[src/hw/rtl/ole_pkg.sv]
// ----------------------------------------------------------------------------
// ole_pkg: shared types and constants of the ordered list engine
// Holds the capacity, derived widths, command and status codes, the cell
// control codes and the packed transaction types of both channels.
// ----------------------------------------------------------------------------
package ole_pkg;

	// Number of list cells, and widths that follow from it.
	localparam int CAPACITY = 16;
	localparam int IDX_W    = (CAPACITY > 1) ? $clog2(CAPACITY) : 1;
	localparam int CNT_W    = $clog2(CAPACITY + 1);

	// Command codes.
	localparam logic [2:0] CMD_ADD_FRONT  = 3'd0;
	localparam logic [2:0] CMD_ADD_BACK   = 3'd1;
	localparam logic [2:0] CMD_DROP_FRONT = 3'd2;
	localparam logic [2:0] CMD_DROP_BACK  = 3'd3;
	localparam logic [2:0] CMD_INSERT     = 3'd4;
	localparam logic [2:0] CMD_ERASE      = 3'd5;
	localparam logic [2:0] CMD_FIND       = 3'd6;
	localparam logic [2:0] CMD_CLEAR      = 3'd7;

	// Status codes.
	localparam logic [1:0] ST_DONE    = 2'd0;
	localparam logic [1:0] ST_IGNORED = 2'd1;
	localparam logic [1:0] ST_FULL    = 2'd2;

	// Cell operations.
	localparam logic [1:0] CELL_HOLD       = 2'd0;
	localparam logic [1:0] CELL_LOAD       = 2'd1;
	localparam logic [1:0] CELL_FROM_LEFT  = 2'd2;
	localparam logic [1:0] CELL_FROM_RIGHT = 2'd3;

	typedef struct packed {
		logic [1:0] op;
		logic       cmp_en;
	} cell_ctl_t;

	typedef struct packed {
		logic [2:0]         command;
		logic signed [15:0] position;
		logic signed [31:0] item_value;
	} req_t;

	typedef struct packed {
		logic [1:0] status;
		logic       found;
		logic [3:0] found_index;
		logic [4:0] entry_count;
	} rsp_t;

endpackage

[src/hw/rtl/ole_cell.sv]
// ----------------------------------------------------------------------------
// ole_cell: one storage cell of the list chain
// Holds one entry, takes a new value from the command, from its left or
// right neighbour, and registers a match of its entry against the key.
// ----------------------------------------------------------------------------
module ole_cell
	import ole_pkg::*;
(
	input  logic               clk,
	input  logic               arst_n,
	input  cell_ctl_t          ctl,
	input  logic signed [31:0] left_value,
	input  logic signed [31:0] right_value,
	input  logic signed [31:0] load_value,
	output logic signed [31:0] value,
	output logic               match
);

	logic signed [31:0] value_q;
	logic               match_q;

	// Entry register: payload, no reset needed.
	always_ff @(posedge clk) begin
		case (ctl.op)
			CELL_LOAD:       value_q <= load_value;
			CELL_FROM_LEFT:  value_q <= left_value;
			CELL_FROM_RIGHT: value_q <= right_value;
			default:         value_q <= value_q;
		endcase
	end

	// Compare the entry as it stands before this transaction.
	always_ff @(posedge clk or negedge arst_n) begin
		if (!arst_n) begin
			match_q <= 1'b0;
		end else begin
			match_q <= ctl.cmp_en && (value_q == load_value);
		end
	end

	assign value = value_q;
	assign match = match_q;

endmodule

[src/hw/rtl/ole_prio.sv]
// ----------------------------------------------------------------------------
// ole_prio: first-match priority encoder
// Reports whether any cell matched and the lowest index that did.
// ----------------------------------------------------------------------------
module ole_prio
	import ole_pkg::*;
(
	input  logic [CAPACITY-1:0] match,
	output logic                hit,
	output logic [IDX_W-1:0]    index
);

	// Scan from the back so that the lowest matching index wins.
	always_comb begin
		index = '0;
		for (int i = CAPACITY - 1; i >= 0; i--) begin
			if (match[i]) begin
				index = IDX_W'(i);
			end
		end
	end

	assign hit = |match;

endmodule

[src/hw/rtl/ordered_list_engine.sv]
// ----------------------------------------------------------------------------
// ordered_list_engine: bounded ordered list of signed 32-bit values
// A chain of cells holds the list in index order; a command shifts, loads
// or compares the cells that it affects in the cycle in which it is accepted.
//
//   Channel   Signals          Direction  Handshake
//   request   start, req       in         accepted when start and not busy
//   result    done, rsp        out        one-cycle strobe, cannot be held off
//
// One transaction is accepted every cycle; busy stays low.
// The result appears in the cycle after acceptance, set by the registered
// match bits of the cells feeding the first-match encoder.
// Reset empties the list at once; no clearing pass is needed, as cells at
// or above the count are never read.
// ----------------------------------------------------------------------------
module ordered_list_engine
	import ole_pkg::*;
(
	input  logic clk,
	input  logic arst_n,
	input  logic start,
	output logic busy,
	input  req_t req,
	output logic done,
	output rsp_t rsp
);

	logic [CNT_W-1:0]   count_q;
	logic [CNT_W-1:0]   count_next;
	logic               done_q;
	logic [1:0]         status_q;
	logic [1:0]         status_next;
	logic               accept;
	logic               full;
	logic               empty;
	logic               pos_le_zero;
	logic               pos_ge_count;
	logic               pos_neg;
	logic               do_put;
	logic               do_take;
	logic               do_find;
	logic [IDX_W-1:0]   target;
	logic [14:0]        count_wide;
	cell_ctl_t          ctl [CAPACITY];
	logic signed [31:0] cell_value [CAPACITY];
	logic [CAPACITY-1:0] match;
	logic               hit;
	logic [IDX_W-1:0]   hit_index;
	logic [IDX_W+3:0]   hit_index_wide;
	logic [CNT_W+4:0]   count_out_wide;

	assign busy   = 1'b0;
	assign accept = start && !busy;

	// Position checks against the current count.
	assign full         = (count_q == CNT_W'(CAPACITY));
	assign empty        = (count_q == '0);
	assign pos_neg      = req.position[15];
	assign pos_le_zero  = pos_neg || (req.position == '0);
	assign count_wide   = {{(15 - CNT_W){1'b0}}, count_q};
	assign pos_ge_count = !pos_neg && (req.position[14:0] >= count_wide);

	// Decode the command into a put, a take or a find at a target index.
	always_comb begin
		do_put      = 1'b0;
		do_take     = 1'b0;
		do_find     = 1'b0;
		target      = '0;
		status_next = ST_DONE;
		count_next  = count_q;
		case (req.command)
			CMD_ADD_FRONT, CMD_ADD_BACK, CMD_INSERT: begin
				if (full) begin
					status_next = ST_FULL;
				end else begin
					do_put     = 1'b1;
					count_next = count_q + 1'b1;
					if (req.command == CMD_ADD_FRONT
						|| (req.command == CMD_INSERT && pos_le_zero)) begin
						target = '0;
					end else if (req.command == CMD_ADD_BACK || pos_ge_count) begin
						target = count_q[IDX_W-1:0];
					end else begin
						target = req.position[IDX_W-1:0];
					end
				end
			end
			CMD_DROP_FRONT, CMD_DROP_BACK: begin
				if (empty) begin
					status_next = ST_IGNORED;
				end else begin
					do_take    = 1'b1;
					count_next = count_q - 1'b1;
					if (req.command == CMD_DROP_FRONT) begin
						target = '0;
					end else begin
						target = IDX_W'(count_q - 1'b1);
					end
				end
			end
			CMD_ERASE: begin
				if (pos_neg || pos_ge_count) begin
					status_next = ST_IGNORED;
				end else begin
					do_take    = 1'b1;
					count_next = count_q - 1'b1;
					target     = req.position[IDX_W-1:0];
				end
			end
			CMD_FIND: begin
				do_find = 1'b1;
			end
			CMD_CLEAR: begin
				count_next = '0;
			end
			default: begin
				status_next = ST_DONE;
			end
		endcase
	end

	// Per-cell control: load at and shift up above a put, shift down from a take.
	always_comb begin
		for (int i = 0; i < CAPACITY; i++) begin
			ctl[i].op     = CELL_HOLD;
			ctl[i].cmp_en = accept && do_find && (CNT_W'(i) < count_q);
			if (accept && do_put) begin
				if (IDX_W'(i) == target) begin
					ctl[i].op = CELL_LOAD;
				end else if (IDX_W'(i) > target) begin
					ctl[i].op = CELL_FROM_LEFT;
				end
			end else if (accept && do_take) begin
				if (IDX_W'(i) >= target) begin
					ctl[i].op = CELL_FROM_RIGHT;
				end
			end
		end
	end

	// The chain of cells.
	for (genvar g = 0; g < CAPACITY; g++) begin : g_cell
		logic signed [31:0] left_v;
		logic signed [31:0] right_v;
		if (g == 0) begin : g_first
			assign left_v = req.item_value;
		end else begin : g_inner_l
			assign left_v = cell_value[g-1];
		end
		if (g == CAPACITY - 1) begin : g_last
			assign right_v = cell_value[g];
		end else begin : g_inner_r
			assign right_v = cell_value[g+1];
		end
		ole_cell u_cell (
			.clk         (clk),
			.arst_n      (arst_n),
			.ctl         (ctl[g]),
			.left_value  (left_v),
			.right_value (right_v),
			.load_value  (req.item_value),
			.value       (cell_value[g]),
			.match       (match[g])
		);
	end

	// First matching cell of the previous find.
	ole_prio u_prio (
		.match (match),
		.hit   (hit),
		.index (hit_index)
	);

	// Count, status and result strobe.
	always_ff @(posedge clk or negedge arst_n) begin
		if (!arst_n) begin
			count_q  <= '0;
			done_q   <= 1'b0;
			status_q <= ST_DONE;
		end else begin
			done_q <= accept;
			if (accept) begin
				count_q  <= count_next;
				status_q <= status_next;
			end
		end
	end

	// Result fields carry the low bits of the index and the count.
	assign hit_index_wide = {4'b0, hit_index};
	assign count_out_wide = {5'b0, count_q};

	assign done             = done_q;
	assign rsp.status       = status_q;
	assign rsp.found        = hit;
	assign rsp.found_index  = hit_index_wide[3:0];
	assign rsp.entry_count  = count_out_wide[4:0];

endmodule

[config.mk]
export PLATFORM = sky130hd
export DESIGN_NAME = ordered_list_engine
export DESIGN_NICKNAME = d
export VERILOG_FILES = /design/src/hw/rtl/ole_pkg.sv /design/src/hw/rtl/ole_cell.sv /design/src/hw/rtl/ole_prio.sv /design/src/hw/rtl/ordered_list_engine.sv
export SDC_FILE = /design/constraint.sdc
export NUM_CORES = 1
export LEC_CHECK = 0
export BUFFER_PORTS_ARGS = -buffer_cell sky130_fd_sc_hd__buf_2
export CAP_MARGIN = 20
export CORE_ASPECT_RATIO = 0.5
export CORE_MARGIN = 5
export CORE_UTILIZATION = 52
export CTS_BUF_LIST = sky130_fd_sc_hd__clkbuf_8
export CTS_CLUSTER_SIZE = 24
export DETAILED_ROUTE_END_ITERATION = 10
export GPL_TIMING_DRIVEN = 0
export PLACE_DENSITY = 0.76
export RECOVER_POWER = 25
export REMOVE_ABC_BUFFERS = 1
export SLEW_MARGIN = 0
export SYNTH_ARGS = -nofsm -noshare
export SYNTH_HDL_FRONTEND = slang
export SYNTH_HIERARCHICAL = 1
export SYNTH_SLANG_ARGS = --single-unit
[constraint.sdc]
create_clock -name clk -period 5.12 [get_ports clk]
set_clock_uncertainty 0.1 [all_clocks]
set_input_delay 0.512 -clock clk [delete_from_list [all_inputs] [get_ports clk]]
set_output_delay 0.512 -clock clk [all_outputs]
set_load 0.02 [all_outputs]
After elaboration in Yosys (flattened, before gate mapping)
Index checks and enable logic that the tools add are counted.

storage, ports and cells
  output and inout bits = 14
  logic and storage cells = 376
  register bits = 536
  input bits = 54

cells by class
  equality and inequality tests = 89
  reductions and logical operators = 68
  magnitude comparators = 49
  add/sub/neg operators = 2
  mux-type cells = 133

operators by type and width
  operator            number
  $pmux 32 s3         14
  $eq 32x32->1        16
  $mux 2              81
  $pmux 32 s2         2
  $mux 4              22
  $eq 2x2->1 const B  31
  $reduce_bool 3->1   14
  $lt 4x5->1 const A  8
  $logic_and 1x1->1   37
  $eq 2x1->1 const B  16
  $eq 4x4->1 const A  8
  $ge 4x4->1 const A  8
  $gt 4x4->1 const A  8
  $lt 3x5->1 const A  4
  $pmux 5 s4          1
  $eq 3x4->1 const A  4
  $ge 3x4->1 const A  4
  $gt 3x4->1 const A  4
  $logic_not 16->1    1
  $reduce_or 16->1    1
  $ge 15x5->1         1
  $mux 5              3
  $eq 3x3->1 const B  4
  $pmux 4 s3          1
  other kinds (27)    48

Depth between registers and ports, before layout
  depth after elaboration = 16
  depth in mapped cells = 17

Modules after synthesis
Netlist, hierarchy kept.

modules (own cells, without submodules)
  module               cells an instance  area an instance (um2)  seq. area each (um2)  times used
  ole_cell             185                2003.2                  985.9                 16
  ordered_list_engine  252                1746.7                  200.2                 1
  ole_prio             34                 176.4                   0.0                   1

Worst setup path before layout
No wires, ideal clock.

  path type = register -> register
  start = reg count_q[3]
  end = reg g_cell[1].u_cell.value_q[0], enable pin
  clock period less this slack = 4.343 ns
  setup time = 0.375 ns
  arrival time = 3.868 ns
  stages on the path, launching flop included = 15
  path buffers = 4
  required time = 4.645 ns
  slack = 0.777 ns
  cells stage by stage = dfrtp_1 -> buf_2 -> clkbuf_1 -> inv_1 -> ha_1 -> o21ai_0 -> o22ai_1 -> o21ba_2 -> a211oi_2 -> a221oi_4 -> nand2_1 -> a2111oi_1 -> buf_2 -> buf_4 -> or2_2

RTL lines
  item                      RTL line                    RTL
  start: declaration        ordered_list_engine.sv:28   logic [CNT_W-1:0] count_q;
  start signal: assignment  ordered_list_engine.sv:183  count_q <= count_next;
  end signal: assignment    ole_cell.sv:25              CELL_LOAD: value_q <= load_value;
  end signal: assignment    ole_cell.sv:26              CELL_FROM_LEFT: value_q <= left_value;
  end signal: assignment    ole_cell.sv:27              CELL_FROM_RIGHT: value_q <= right_value;
  end: declaration          ole_cell.sv:19              logic signed [31:0] value_q;

==> flow_summary_export.csv <==
group,metric,value,unit
global_routing,grt_pass1_vias,24190,
clock_tree,cts_buffers,84,
routing,first_pass_iters,5,
status,failed_checks,"capacitance limit, slew limit",
global_routing,met2_usage,0.372,
hold_path,hold_depth,4,
routing,totalWireLength,85400,um
worst_setup_path,crit_type,"flip-flop to flip-flop",
timing,setup_viol,0,
timing,slew_viol_final,25,
die,start_util,0.524,
timing,final_hold_viol_count,0,
yosys,synth_ff_type,"edfxtp_1",
clock_tree,htreeDepth,3,
layout,drive_gt1_frac,0.0981,
worst_setup_path,r2r_start,"count_q[1]$_DFFE_PN0P_",
worst_setup_path,cp-end-kind,"flip-flop",
timing,hold_ws,299,ps
worst_setup_path,start_kind,"flip-flop",
routing,routed_via_density,5.83,
global_routing,grt_most_used_layer,"met2",
pwr,power.density,386,nW/um^2
routing,route.vias.total,24720,
global_routing,met3_usage,0.0385,
clock_tree,cts_num_sinks,536,
hold_path,hold_path.class,"primary input to flip-flop",
global_routing,grt_pass1_wl,134000,um
yosys,ys_seq_area_frac,0.470,
worst_setup_path,reg2reg_depth,11,
global_routing,gr-total-overflow,0,
clock_tree,insertion_delay,690,ps
status,status,"finished, violations left",
yosys,synth.top_cell.area_share,0.453,
routing,detail_route.wl_per_cell,20.1,um
yosys,syn_area_per_cell,10.5,um^2
yosys,ys_ff_latch,536,
yosys,synthDistinctLibCells,66,
layout,syn_to_final_growth,10.3,%
layout,num_antenna_cells,0,
worst_setup_path,r2r-end,"g_cell[3].u_cell/value[7]$_DFFE_PP_",
die,core_area,64800,um^2
global_routing,grt_max_degree,52,
placement,place_hpwl,58300,um
die,io_pins,68,
worst_setup_path,r2r_slack,160,ps
clock_tree,clk_pin_slew,70,ps
die,die-area,70900,um^2
timing,fin_crit_sh,0.969,
pwr,finalPower,0.0144,W
worst_setup_path,crit_arrival,5160,ps
pwr,cellLeakagePower,12.5,nW
routing,drt-initial-drc-count,2623,
pwr,vdd_drop_max,0.000189,V
yosys,synth.area.top_cells,"edfxtp_1, mux2i_1, xor2_1",
global_routing,grt_use_met1,0.332,
placement,place_congestion,0.863,
yosys,synthCells,3246,
worst_setup_path,path_max_fanout,32,
die,rows,66,
timing,slew_headroom,-0.0135,
yosys,synth.largest_area_cell,"edfxtp_1",
hold_path,hold_path_end,"count_q[0]$_DFFE_PN0P_",
clock_tree,cts_tree,"done",
layout,fin_nets,3352,
timing,min_period,4960,ps
yosys,yosys_warnings,6,
yosys,synth_most_common_cell,"a21oi_1",
die,fp.dieH,191,um
timing,max_freq,202,MHz
die,die_w,371,um
routing,ant_nets,0,
clock_tree,cts_buffer_depth,3,
global_routing,antenna_found_initial,0,
clock_tree,cts_root_buffer,"clkbuf_8",
timing,worstMarginPinSlew,1520,ps
yosys,synth_edf_count,512,
flow_run,drv_cap,1,
placement,port_buffers,66,
worst_setup_path,worst_ep_required_time,5320,ps
routing,drcViolationCount,0,
yosys,synthArstFlopShare,0.0448,
global_routing,grt_use_total,0.233,
yosys,synth_common_cells,"a21oi_1, nor2_1, edfxtp_1, mux2i_1, xor2_1",
yosys,syn_area,34000,um^2
hold_path,min-delay-start,"req[50]",
-- critical path, stage by stage (launching register included) --
cell and delay (ps):
dfrtp_2 530, clkinvlp_4 260, ha_2 280, nor3b_4 190
a221oi_4 380, o21ai_4 220, o31ai_1 510, o21ai_1 340
or2_0 400, a21oi_4 540, buf_12 280, or2_4 500
-- state kept, by name, summed over array words and instances (netlist names) --
name,flops
g_cell.u_cell/value,512
status_q,2
count_q,5
g_cell.u_cell/match,16
done,1
-- repair_timing --
| action | 4_1_cts | 5_1_grt |
|---|---|---|
| buffers inserted | 13 | 5 |
| resized for setup | 37 | 15 |
| setup endpoints to repair | 802 | 624 |
| hold buffers | 2 | 0 |
| endpoints found under the hold margin | 25 | 0 |
| pin swaps | 6 | 2 |
| cloned | 6 | 3 |
-- routing by layer --
layer,wire length [um],up-vias,part of all wire
met2,39100,926,0.46
li1,-,11906,-
met1,38500,11748,0.45
met3,5990,140,0.070
met5,0,-,0
met4,1860,0,0.022
-- report_power, final --
part | leakage (nW) | total (W) | internal [W] | switching, W
combinational | 6.57 | 0.00422 | 0.00161 | 0.00261
clock | 0.858 | 0.00337 | 0.00160 | 0.00176
sequential | 5.10 | 0.00686 | 0.00602 | 0.000841
-- stage by stage --
stage	setup TNS (ps)	instances	area (um^2)	setup slack, ps	util
after floorplan	-1752480	3047	33000	-4560	-
after global placement	-3645050	3997	34400	-8470	0.531
after detailed placement	-501790	4059	35600	-1940	0.549
after CTS	-95.8	4230	37400	-10.9	0.577
after global routing	-333	4238	37500	-31.7	0.578
final	0	4238	37500	160	0.578
-- cell families (layout without fill, tap and decap cells) --
| family | count (synthesis) | in the layout | share of synthesized area |
|---|---|---|---|
| AO/OA/AOI/OAI | 624 | 628 | 0.0993 |
| XOR/XNOR | 512 | 512 | 0.132 |
| adder cells (fa/ha/maj) | 8 | 8 | 0.00295 |
| buffers and inverters | 211 | 310 | 0.0305 |
| flip-flops | 536 | 536 | 0.470 |
| multiplexers | 514 | 514 | 0.152 |
| other | 1 | 1 | 0.000110 |
| AND/OR/NAND/NOR | 840 | 845 | 0.113 |
-- cell type report --
cell class	count	area (um^2)
Clock inverter	65	318
Multi-Input combinational cell	2508	17500
Fill cell	5272	27400
Clock buffer	85	1170
Inverter	12	52.6
Timing Repair Buffer	148	1370
Tap cell	884	1110
Sequential cell	536	16000
-- worst max-delay path by stage --
| stage | slack, ps | start | end | cells past startpoint |
|---|---|---|---|---|
| after floorplan | -4560 | count_q[2]$_DFFE_PN0P_ | g_cell[1].u_cell/value[0]$_DFFE_PP_ | 10 |
| after global placement | -8470 | count_q[2]$_DFFE_PN0P_ | g_cell[1].u_cell/value[30]$_DFFE_PP_ | 10 |
| after detailed placement | -1940 | count_q[2]$_DFFE_PN0P_ | g_cell[1].u_cell/value[30]$_DFFE_PP_ | 14 |
| after CTS | -10 | count_q[0]$_DFFE_PN0P_ | g_cell[7].u_cell/value[20]$_DFFE_PP_ | 11 |
| after global routing | -30 | count_q[0]$_DFFE_PN0P_ | g_cell[3].u_cell/value[11]$_DFFE_PP_ | 11 |
| final | 160 | count_q[1]$_DFFE_PN0P_ | g_cell[3].u_cell/value[7]$_DFFE_PP_ | 11 |
-- layout by cell type, fill, tap and decap left out, types with 4 or more instances in the layout --
master	count
nor2_1	538
a21oi_1	537
mux2i_1	512
edfxtp_1	512
xor2_1	496
nor4_1	119
clkbuf_8	85
buf_2	59
nand3_1	40
inv_1	39
nor3_1	38
buf_4	31
buf_12	24
clkinv_1	23
nand2_1	21
nand4_1	20
dfrtp_1	19
or2_4	17
xnor2_1	16
o21ai_0	13
a21oi_4	13
buf_6	12
clkbuf_1	10
ha_1	7
buf_8	7
nor3_2	6
o21ai_1	6
a31oi_1	6
clkinvlp_4	5
nand2b_1	5
or3_1	5
nor2_4	5
clkinv_2	5
and3_1	4
o22ai_1	4
nor3_4	4
Power figures use the tool's default switching activity.
